### config.mk
export PLATFORM = sky130hd
export DESIGN_NAME = lbpa_ctrl
export DESIGN_NICKNAME = d
export VERILOG_FILES = /design/src/lbpa_pkg.sv /design/src/lbpa_ctrl.sv
export SDC_FILE = /design/constraint.sdc
export NUM_CORES = 1
export LEC_CHECK = 0
export ABC_CLOCK_PERIOD_IN_PS = 17700
export BUFFER_PORTS_ARGS = -buffer_cell sky130_fd_sc_hd__buf_2
export CORE_MARGIN = 2
export CORE_UTILIZATION = 35
export CTS_BUF_LIST = sky130_fd_sc_hd__clkbuf_8
export DETAILED_ROUTE_END_ITERATION = 7
export GPL_TIMING_DRIVEN = 1
export PLACE_DENSITY_LB_ADDON = 0.2
export SYNTH_ARGS = -nofsm -noshare
export SYNTH_HDL_FRONTEND = slang
export SYNTH_SLANG_ARGS = --single-unit
### constraint.sdc
create_clock -name clk -period 17.7 [get_ports clk]
set_clock_uncertainty 0.15 [all_clocks]
set_input_delay 3.54 -clock clk [delete_from_list [all_inputs] [get_ports clk]]
set_output_delay 3.54 -clock clk [all_outputs]
set_load 0.01 [all_outputs]
### src/lbpa_pkg.sv
// ----------------------------------------------------------------------------
// lbpa_pkg: shared types and constants of the largest block page allocator
// Region descriptor layout, item kinds, region type codes and sequencer states.
// ----------------------------------------------------------------------------
package lbpa_pkg;

  localparam int DEFAULT_TABLE_DEPTH = 64;

  localparam int TYPE_W   = 4;
  localparam int ADDR_W   = 64;
  localparam int PAGES_W  = 36;
  localparam int BYTES_W  = 48;
  localparam int COUNT_W  = 7;
  localparam int INDEX_W  = 6;

  // A page is 4096 bytes.
  localparam int PAGE_SHIFT = 12;

  localparam logic [TYPE_W-1:0] TYPE_RESERVED     = 4'd0;
  localparam logic [TYPE_W-1:0] TYPE_CONVENTIONAL = 4'd7;
  localparam logic [TYPE_W-1:0] TYPE_MMIO         = 4'd11;
  localparam logic [TYPE_W-1:0] TYPE_MMIO_PORT    = 4'd12;

  typedef enum logic [1:0] {
    KIND_LOAD    = 2'd0,
    KIND_ALLOC   = 2'd1,
    KIND_RELEASE = 2'd2,
    KIND_TOTAL   = 2'd3
  } kind_t;

  typedef enum logic [2:0] {
    ST_IDLE,
    ST_SCAN,
    ST_DRAIN,
    ST_COMMIT,
    ST_FINISH
  } state_t;

  typedef struct packed {
    logic [TYPE_W-1:0]  rtype;
    logic [ADDR_W-1:0]  start;
    logic [PAGES_W-1:0] pages;
  } entry_t;

endpackage

### src/lbpa_ctrl.sv
// ----------------------------------------------------------------------------
// lbpa_ctrl: sequencer and scan datapath
// Takes one item, scans the table via the memory read port (all but loads),
// writes back the chosen entry (allocate, release) and presents one result.
// ----------------------------------------------------------------------------
module lbpa_ctrl #(
  parameter int TABLE_DEPTH = lbpa_pkg::DEFAULT_TABLE_DEPTH,
  parameter int AW          = $clog2(TABLE_DEPTH),
  parameter int CW          = $clog2(TABLE_DEPTH + 1)
) (
  input  logic                          clk,
  input  logic                          rst_n,
  input  logic                          in_valid,
  output logic                          in_stall,
  input  logic [1:0]                    in_kind,
  input  logic [lbpa_pkg::INDEX_W-1:0]  in_load_index,
  input  logic [lbpa_pkg::TYPE_W-1:0]   in_load_type,
  input  logic [lbpa_pkg::ADDR_W-1:0]   in_load_start,
  input  logic [lbpa_pkg::PAGES_W-1:0]  in_load_pages,
  input  logic [lbpa_pkg::PAGES_W-1:0]  in_request_pages,
  input  logic [lbpa_pkg::ADDR_W-1:0]   in_release_addr,
  input  logic [lbpa_pkg::COUNT_W-1:0]  entry_count,
  output logic                          mem_we,
  output logic [AW-1:0]                 mem_waddr,
  output lbpa_pkg::entry_t              mem_wdata,
  output logic                          mem_re,
  output logic [AW-1:0]                 mem_raddr,
  input  lbpa_pkg::entry_t              mem_rdata,
  output logic                          res_valid,
  input  logic                          res_ready,
  output logic                          res_status,
  output logic [lbpa_pkg::ADDR_W-1:0]   res_granted,
  output logic [lbpa_pkg::BYTES_W-1:0]  res_total
);

  lbpa_pkg::state_t state_r, state_nxt;
  lbpa_pkg::kind_t  kind_r, kind_nxt;
  logic [lbpa_pkg::PAGES_W-1:0] req_r, req_nxt;
  logic [lbpa_pkg::ADDR_W-1:0]  addr_r, addr_nxt;
  logic [CW-1:0]                n_r, n_nxt;
  logic [AW-1:0]                cnt_r, cnt_nxt;
  logic                         rd_pend_r, rd_pend_nxt;
  logic                         found_r, found_nxt;
  logic [AW-1:0]                sel_idx_r, sel_idx_nxt;
  logic [lbpa_pkg::ADDR_W-1:0]  sel_start_r, sel_start_nxt;
  logic [lbpa_pkg::PAGES_W-1:0] sel_pages_r, sel_pages_nxt;
  logic [AW-1:0]                rd_idx_r, rd_idx_nxt;
  logic [lbpa_pkg::BYTES_W-1:0] acc_r, acc_nxt;
  logic                         status_r, status_nxt;
  logic [lbpa_pkg::ADDR_W-1:0]  granted_r, granted_nxt;
  logic [lbpa_pkg::BYTES_W-1:0] total_r, total_nxt;

  logic [CW-1:0] n_eff;
  logic          scan_last;
  logic          load_in_range;

  // Counts above the table depth act as the full table.
  assign n_eff = (int'(entry_count) > TABLE_DEPTH) ? CW'(TABLE_DEPTH) : CW'(entry_count);
  assign scan_last = ((CW'(cnt_r) + CW'(1)) == n_r);
  assign load_in_range = (int'(in_load_index) < TABLE_DEPTH);

  always_ff @(posedge clk) begin
    if (!rst_n) begin
      state_r   <= lbpa_pkg::ST_IDLE;
      rd_pend_r <= 1'b0;
    end else begin
      state_r   <= state_nxt;
      rd_pend_r <= rd_pend_nxt;
    end
  end

  always_ff @(posedge clk) begin
    kind_r      <= kind_nxt;
    req_r       <= req_nxt;
    addr_r      <= addr_nxt;
    n_r         <= n_nxt;
    cnt_r       <= cnt_nxt;
    found_r     <= found_nxt;
    sel_idx_r   <= sel_idx_nxt;
    sel_start_r <= sel_start_nxt;
    sel_pages_r <= sel_pages_nxt;
    rd_idx_r    <= rd_idx_nxt;
    acc_r       <= acc_nxt;
    status_r    <= status_nxt;
    granted_r   <= granted_nxt;
    total_r     <= total_nxt;
  end

  always_comb begin
    state_nxt     = state_r;
    kind_nxt      = kind_r;
    req_nxt       = req_r;
    addr_nxt      = addr_r;
    n_nxt         = n_r;
    cnt_nxt       = cnt_r;
    rd_pend_nxt   = 1'b0;
    found_nxt     = found_r;
    sel_idx_nxt   = sel_idx_r;
    sel_start_nxt = sel_start_r;
    sel_pages_nxt = sel_pages_r;
    rd_idx_nxt    = rd_idx_r;
    acc_nxt       = acc_r;
    status_nxt    = status_r;
    granted_nxt   = granted_r;
    total_nxt     = total_r;

    mem_we    = 1'b0;
    mem_waddr = sel_idx_r;
    mem_wdata = '{rtype: lbpa_pkg::TYPE_RESERVED, start: sel_start_r, pages: sel_pages_r};
    mem_re    = 1'b0;
    mem_raddr = cnt_r;

    in_stall  = (state_r != lbpa_pkg::ST_IDLE) || !rst_n;
    res_valid = (state_r == lbpa_pkg::ST_FINISH);

    // Fold the entry that the memory returned in this cycle into the scan.
    if (rd_pend_r) begin
      unique case (kind_r)
        lbpa_pkg::KIND_ALLOC: begin
          // Strictly greater keeps the first of equal regions and never
          // lets an empty region win.
          if (mem_rdata.rtype == lbpa_pkg::TYPE_CONVENTIONAL &&
              mem_rdata.pages > sel_pages_r) begin
            found_nxt     = 1'b1;
            sel_idx_nxt   = rd_idx_r;
            sel_start_nxt = mem_rdata.start;
            sel_pages_nxt = mem_rdata.pages;
          end
        end
        lbpa_pkg::KIND_RELEASE: begin
          if (!found_r && addr_r != '0 && mem_rdata.start == addr_r) begin
            found_nxt     = 1'b1;
            sel_idx_nxt   = rd_idx_r;
            sel_start_nxt = mem_rdata.start;
            sel_pages_nxt = mem_rdata.pages;
          end
        end
        lbpa_pkg::KIND_TOTAL: begin
          if (mem_rdata.rtype != lbpa_pkg::TYPE_MMIO &&
              mem_rdata.rtype != lbpa_pkg::TYPE_MMIO_PORT) begin
            acc_nxt = acc_r + (lbpa_pkg::BYTES_W'(mem_rdata.pages) << lbpa_pkg::PAGE_SHIFT);
          end
        end
        lbpa_pkg::KIND_LOAD: begin
        end
      endcase
    end

    unique case (state_r)
      lbpa_pkg::ST_IDLE: begin
        if (in_valid && rst_n) begin
          kind_nxt      = lbpa_pkg::kind_t'(in_kind);
          req_nxt       = in_request_pages;
          addr_nxt      = in_release_addr;
          n_nxt         = n_eff;
          cnt_nxt       = '0;
          found_nxt     = 1'b0;
          sel_pages_nxt = '0;
          acc_nxt       = '0;
          status_nxt    = 1'b0;
          granted_nxt   = '0;
          total_nxt     = '0;
          if (lbpa_pkg::kind_t'(in_kind) == lbpa_pkg::KIND_LOAD) begin
            mem_we    = load_in_range;
            mem_waddr = AW'(in_load_index);
            mem_wdata = '{rtype: in_load_type, start: in_load_start, pages: in_load_pages};
            state_nxt = lbpa_pkg::ST_FINISH;
          end else if (n_eff == '0) begin
            state_nxt = lbpa_pkg::ST_COMMIT;
          end else begin
            state_nxt = lbpa_pkg::ST_SCAN;
          end
        end
      end
      lbpa_pkg::ST_SCAN: begin
        mem_re      = 1'b1;
        rd_pend_nxt = 1'b1;
        rd_idx_nxt  = cnt_r;
        cnt_nxt     = cnt_r + AW'(1);
        if (scan_last) begin
          state_nxt = lbpa_pkg::ST_DRAIN;
        end
      end
      lbpa_pkg::ST_DRAIN: begin
        state_nxt = lbpa_pkg::ST_COMMIT;
      end
      lbpa_pkg::ST_COMMIT: begin
        unique case (kind_r)
          lbpa_pkg::KIND_ALLOC: begin
            if (found_r && sel_pages_r >= req_r) begin
              mem_we      = 1'b1;
              granted_nxt = sel_start_r;
              status_nxt  = 1'b0;
            end else begin
              status_nxt  = 1'b1;
            end
          end
          lbpa_pkg::KIND_RELEASE: begin
            mem_wdata.rtype = lbpa_pkg::TYPE_CONVENTIONAL;
            mem_we          = found_r;
            status_nxt      = !found_r;
          end
          lbpa_pkg::KIND_TOTAL: begin
            total_nxt = acc_r;
          end
          lbpa_pkg::KIND_LOAD: begin
          end
        endcase
        state_nxt = lbpa_pkg::ST_FINISH;
      end
      lbpa_pkg::ST_FINISH: begin
        if (res_ready) begin
          state_nxt = lbpa_pkg::ST_IDLE;
        end
      end
      default: begin
        state_nxt = lbpa_pkg::ST_IDLE;
      end
    endcase
  end

  assign res_status  = status_r;
  assign res_granted = granted_r;
  assign res_total   = total_r;

endmodule

==> qor.tcl <==
set qor(run_status) {completed}
set qor(startpoint) {rst_n}
set qor(globalplace.congestion) 0.8479
set qor(maxClockFrequency_mhz) 108.8
set qor(yosys.area_share.xor_xnor_pct) 4.140
set qor(track_usage_pct) 21.33
set qor(die-height_um) 232.0
set qor(clkSlewWorstSetupHoldPaths_ns) 0.06
set qor(ys.warnings.count) 0
set qor(timing.critical_path.buf_inv) 5
set qor(maxSlewViolCount) 0
set qor(number_of_vias_in_the_routed_layout) 14615
set qor(first_pass_grt_wire_length_um) 85330
set qor(hold_path_class) {reg2reg}
set qor(global_route.overflow_total) 0
set qor(clock-sinks) 369
set qor(worst_setup_path_start_kind) {primary input}
set qor(timing.final.crit_share_pct) 51.92
set qor(power_leakage_nw) 10.10
set qor(design_area_sq_um) 22870
set qor(largest_family_of_logic_cells_by_synthesized_area) {simple AND/OR/NAND/NOR gates}
set qor(initial_core_utilization_pct) 35.39
set qor(postCtsResizedCells) 0
set qor(drt_pre_antenna_iters) 5
set qor(crit_fanout) 79
set qor(synth.avg_cell_area_sq_um) 10.79
set qor(critPathSlowestCell) {sky130_fd_sc_hd__inv_6}
set qor(placed_area_sq_um) 21600
set qor(power.density_cell_area_nw_per_um2) 91.24
set qor(num_rows) 83
set qor(finalHoldViolCount) 0
set qor(drt_drc_violations_left) 0
set qor(layout.cells.non_filler) 2982
set qor(layout_commonest_cell) {sky130_fd_sc_hd__buf_2}
set qor(regToRegStartpoint) {addr_r[49]$_DFFE_PP_}
set qor(multiplexer_area_fraction_after_synthesis_pct) 0.1100
set qor(final.min_clock_period_ns) 9.191
set qor(largest_incremental_delay_on_the_critical_path_ns) 0.53
set qor(maxCapViolCount) 0
set qor(critPathRequiredTime_ns) 14.01
set qor(root_buffer) {sky130_fd_sc_hd__clkbuf_8}
set qor(cp_data_arrival_time_ns) 5.50
set qor(timing.critical_path.to_type) {primary output}
set qor(synth-compound-area-share_pct) 11.18
set qor(grt_max_degree) 80
set qor(total_i_o_pin_count) 560
set qor(power.ir.vdd_worst_mv) 0.04311
set qor(layout.cells.most_common_list) {sky130_fd_sc_hd__buf_2, sky130_fd_sc_hd__nand2_1, sky130_fd_sc_hd__edfxtp_1}
set qor(worst_hold_startpoint) {rd_idx_r[3]$_DFFE_PP_}
set qor(drt_first_iter_violations) 683
set qor(final_hpwl_from_detailed_placement_um) 46030
set qor(cts-root-to-sink-buffers) 3
set qor(cell_by_cell_listing_of_the_critical_path) {buf_2 -> nand3_1 -> buf_4 -> inv_6 -> nand2b_2 -> buf_4 -> nor4b_1 -> buf_2}
set qor(preCtsSetupSlack_ns) 8.449
set qor(layout_setup_ws_ns) 8.509
set qor(synth_async_sr_flop_share_pct) 0
set qor(synth-edff-count) 292
set qor(hold_ws_ns) 0.2590
set qor(number_of_instances_in_the_synthesized_netlist) 1687
set qor(setup_viol_count_final) 0
set qor(cts_hold_buf) 0
set qor(drt-wirelength-per-cell_um) 19.80
set qor(clock_insertion_delay_worst_skew_ns) 0.63
set qor(core_sq_um) 51410
set qor(synth-adder-area-share_pct) 7.743
set qor(antenna_violating_nets_post_route) 0
set qor(worst_slew_pin_slew_ns) 1.072
set qor(sequential_to_total_area_share_from_yosys_stat_pct) 56.66
set qor(cts_made_buffers) 66
set qor(slew-limit-headroom_pct) 28.29
set qor(rsz0062_at_grt) {no}
set qor(crit_family) {buffers and inverters}
set qor(synth_cell_types) 58
set qor(path_class) {in2out}
set qor(area_delta_synth_final_pct) 25.72
set qor(die-width_um) 232.0
set qor(final_net_count) 2688
set qor(post-place-cells) 2861
set qor(cts.repair_timing.setup_buffer_count) 0
set qor(drive_gt1_share_pct) 28.53
set qor(port-buffer-count) 547
set qor(floorplan.die_area_sq_um) 53830
set qor(layout.filler_cells) 5029
set qor(ys_ff_latch) 369
set qor(vias_per_cell) 4.901
set qor(synth_ff_type) {sky130_fd_sc_hd__edfxtp_1}
set qor(tns_ns) 0
set qor(post_synthesis_cell_area_sq_um) 18190
set qor(cts.htree.levels) 3
set qor(cts_tree) {built}
set qor(routed_wirelength_um) 59030
set qor(synthSimpleGateAreaFrac_pct) 16.04
set qor(number_of_global_route_vias_before_repair) 14252
set qor(number_of_antenna_violations_at_the_first_check_in_global_routing) 10
cell type report:
cell class	count	area [sq um]	area share, %
Multi-Input combinational cell	1149	7222	31.57
Antenna cell	3	7.507	0.03282
Sequential cell	369	10310	45.07
Inverter	106	402.9	1.761
Tap cell	680	850.8	3.720
Clock buffer	74	1018	4.452
Clock inverter	44	250.2	1.094
Timing Repair Buffer	557	2813	12.30
synth_stat cells (all sizes together), types with 3 or more instances:
| cell | n | area (sq um) |
|---|---|---|
| a2111oi | 6 | 65.06 |
| a211oi | 11 | 82.58 |
| a21boi | 5 | 37.54 |
| a21o | 33 | 247.7 |
| a21oi | 86 | 430.4 |
| a221oi | 3 | 26.28 |
| a22o | 41 | 359.1 |
| a31oi | 3 | 18.77 |
| and2 | 105 | 656.9 |
| and3 | 11 | 68.82 |
| buf | 23 | 157.7 |
| clkbuf | 51 | 191.4 |
| dfxtp | 77 | 1541 |
| edfxtp | 292 | 8768 |
| ha | 111 | 1389 |
| inv | 105 | 394.1 |
| nand2 | 341 | 1280 |
| nand2b | 5 | 31.28 |
| nand3 | 20 | 100.1 |
| nand4 | 32 | 200.2 |
| nor2 | 42 | 157.7 |
| nor2b | 12 | 75.07 |
| nor3 | 14 | 70.07 |
| nor4 | 29 | 181.4 |
| o211ai | 8 | 60.06 |
| o21a | 8 | 60.06 |
| o21ai | 75 | 375.4 |
| o21bai | 9 | 67.56 |
| o22ai | 8 | 50.05 |
| o2bb2ai | 4 | 35.03 |
| or3 | 4 | 25.02 |
| xnor2 | 55 | 481.7 |
| xor2 | 31 | 271.5 |
state kept, by name, indices dropped and copies added (netlist names), 7 cells and up:
| name | cells |
|---|---|
| addr_r | 64 |
| req_r | 36 |
| n_r | 7 |
| sel_start_r | 64 |
| acc_r | 36 |
| res_total | 36 |
| res_granted | 64 |
| sel_pages_r | 36 |
per-layer routing:
| metal | share of wire (%) | GRT usage (%) | up-vias |
|---|---|---|---|
| li1 | - | - | 7112 |
| met1 | 38 | 23.44 | 6931 |
| met2 | 53 | 40.07 | 486 |
| met3 | 6.4 | 4.973 | 76 |
| met4 | 2.2 | 7.091 | 10 |
| met5 | 0.11 | 0 | - |
through the flow:
stage	util, %	total power, mW
finish	44.50	2.087
global route	44.49	2.191
CTS	44.48	2.119
detailed placement	42.02	1.328
global placement	42.02	1.323
floorplan	-	1.204
logic make-up after synthesis:
logic type	after synthesis
AND/OR/NAND/NOR	624
flip-flops	369
AO/OA/AOI/OAI	313
buffers and inverters	180
adder cells (fa/ha/maj)	112
XOR/XNOR	86
multiplexers	2
other	1
path summary, 6_finish.rpt:
kind                            depth (start not counted)  slack (ns)                   endpoint
worst max-delay path                                    8        8.51             mem_wdata[103]
worst min register to register                          0        0.26     sel_idx_r[3]$_DFFE_PP_
worst min-delay path                                    0        0.26     sel_idx_r[3]$_DFFE_PP_
worst max register to register                         10       13.44  sel_start_r[20]$_DFFE_PP_
report_power, final:
part / switching, mW / internal [mW] / total, mW
clock: 0.364 / 0.414 / 0.778
combinational: 0.171 / 0.113 / 0.285
sequential: 0.0304 / 0.994 / 1.02
(Power assumes the default switching activity.)
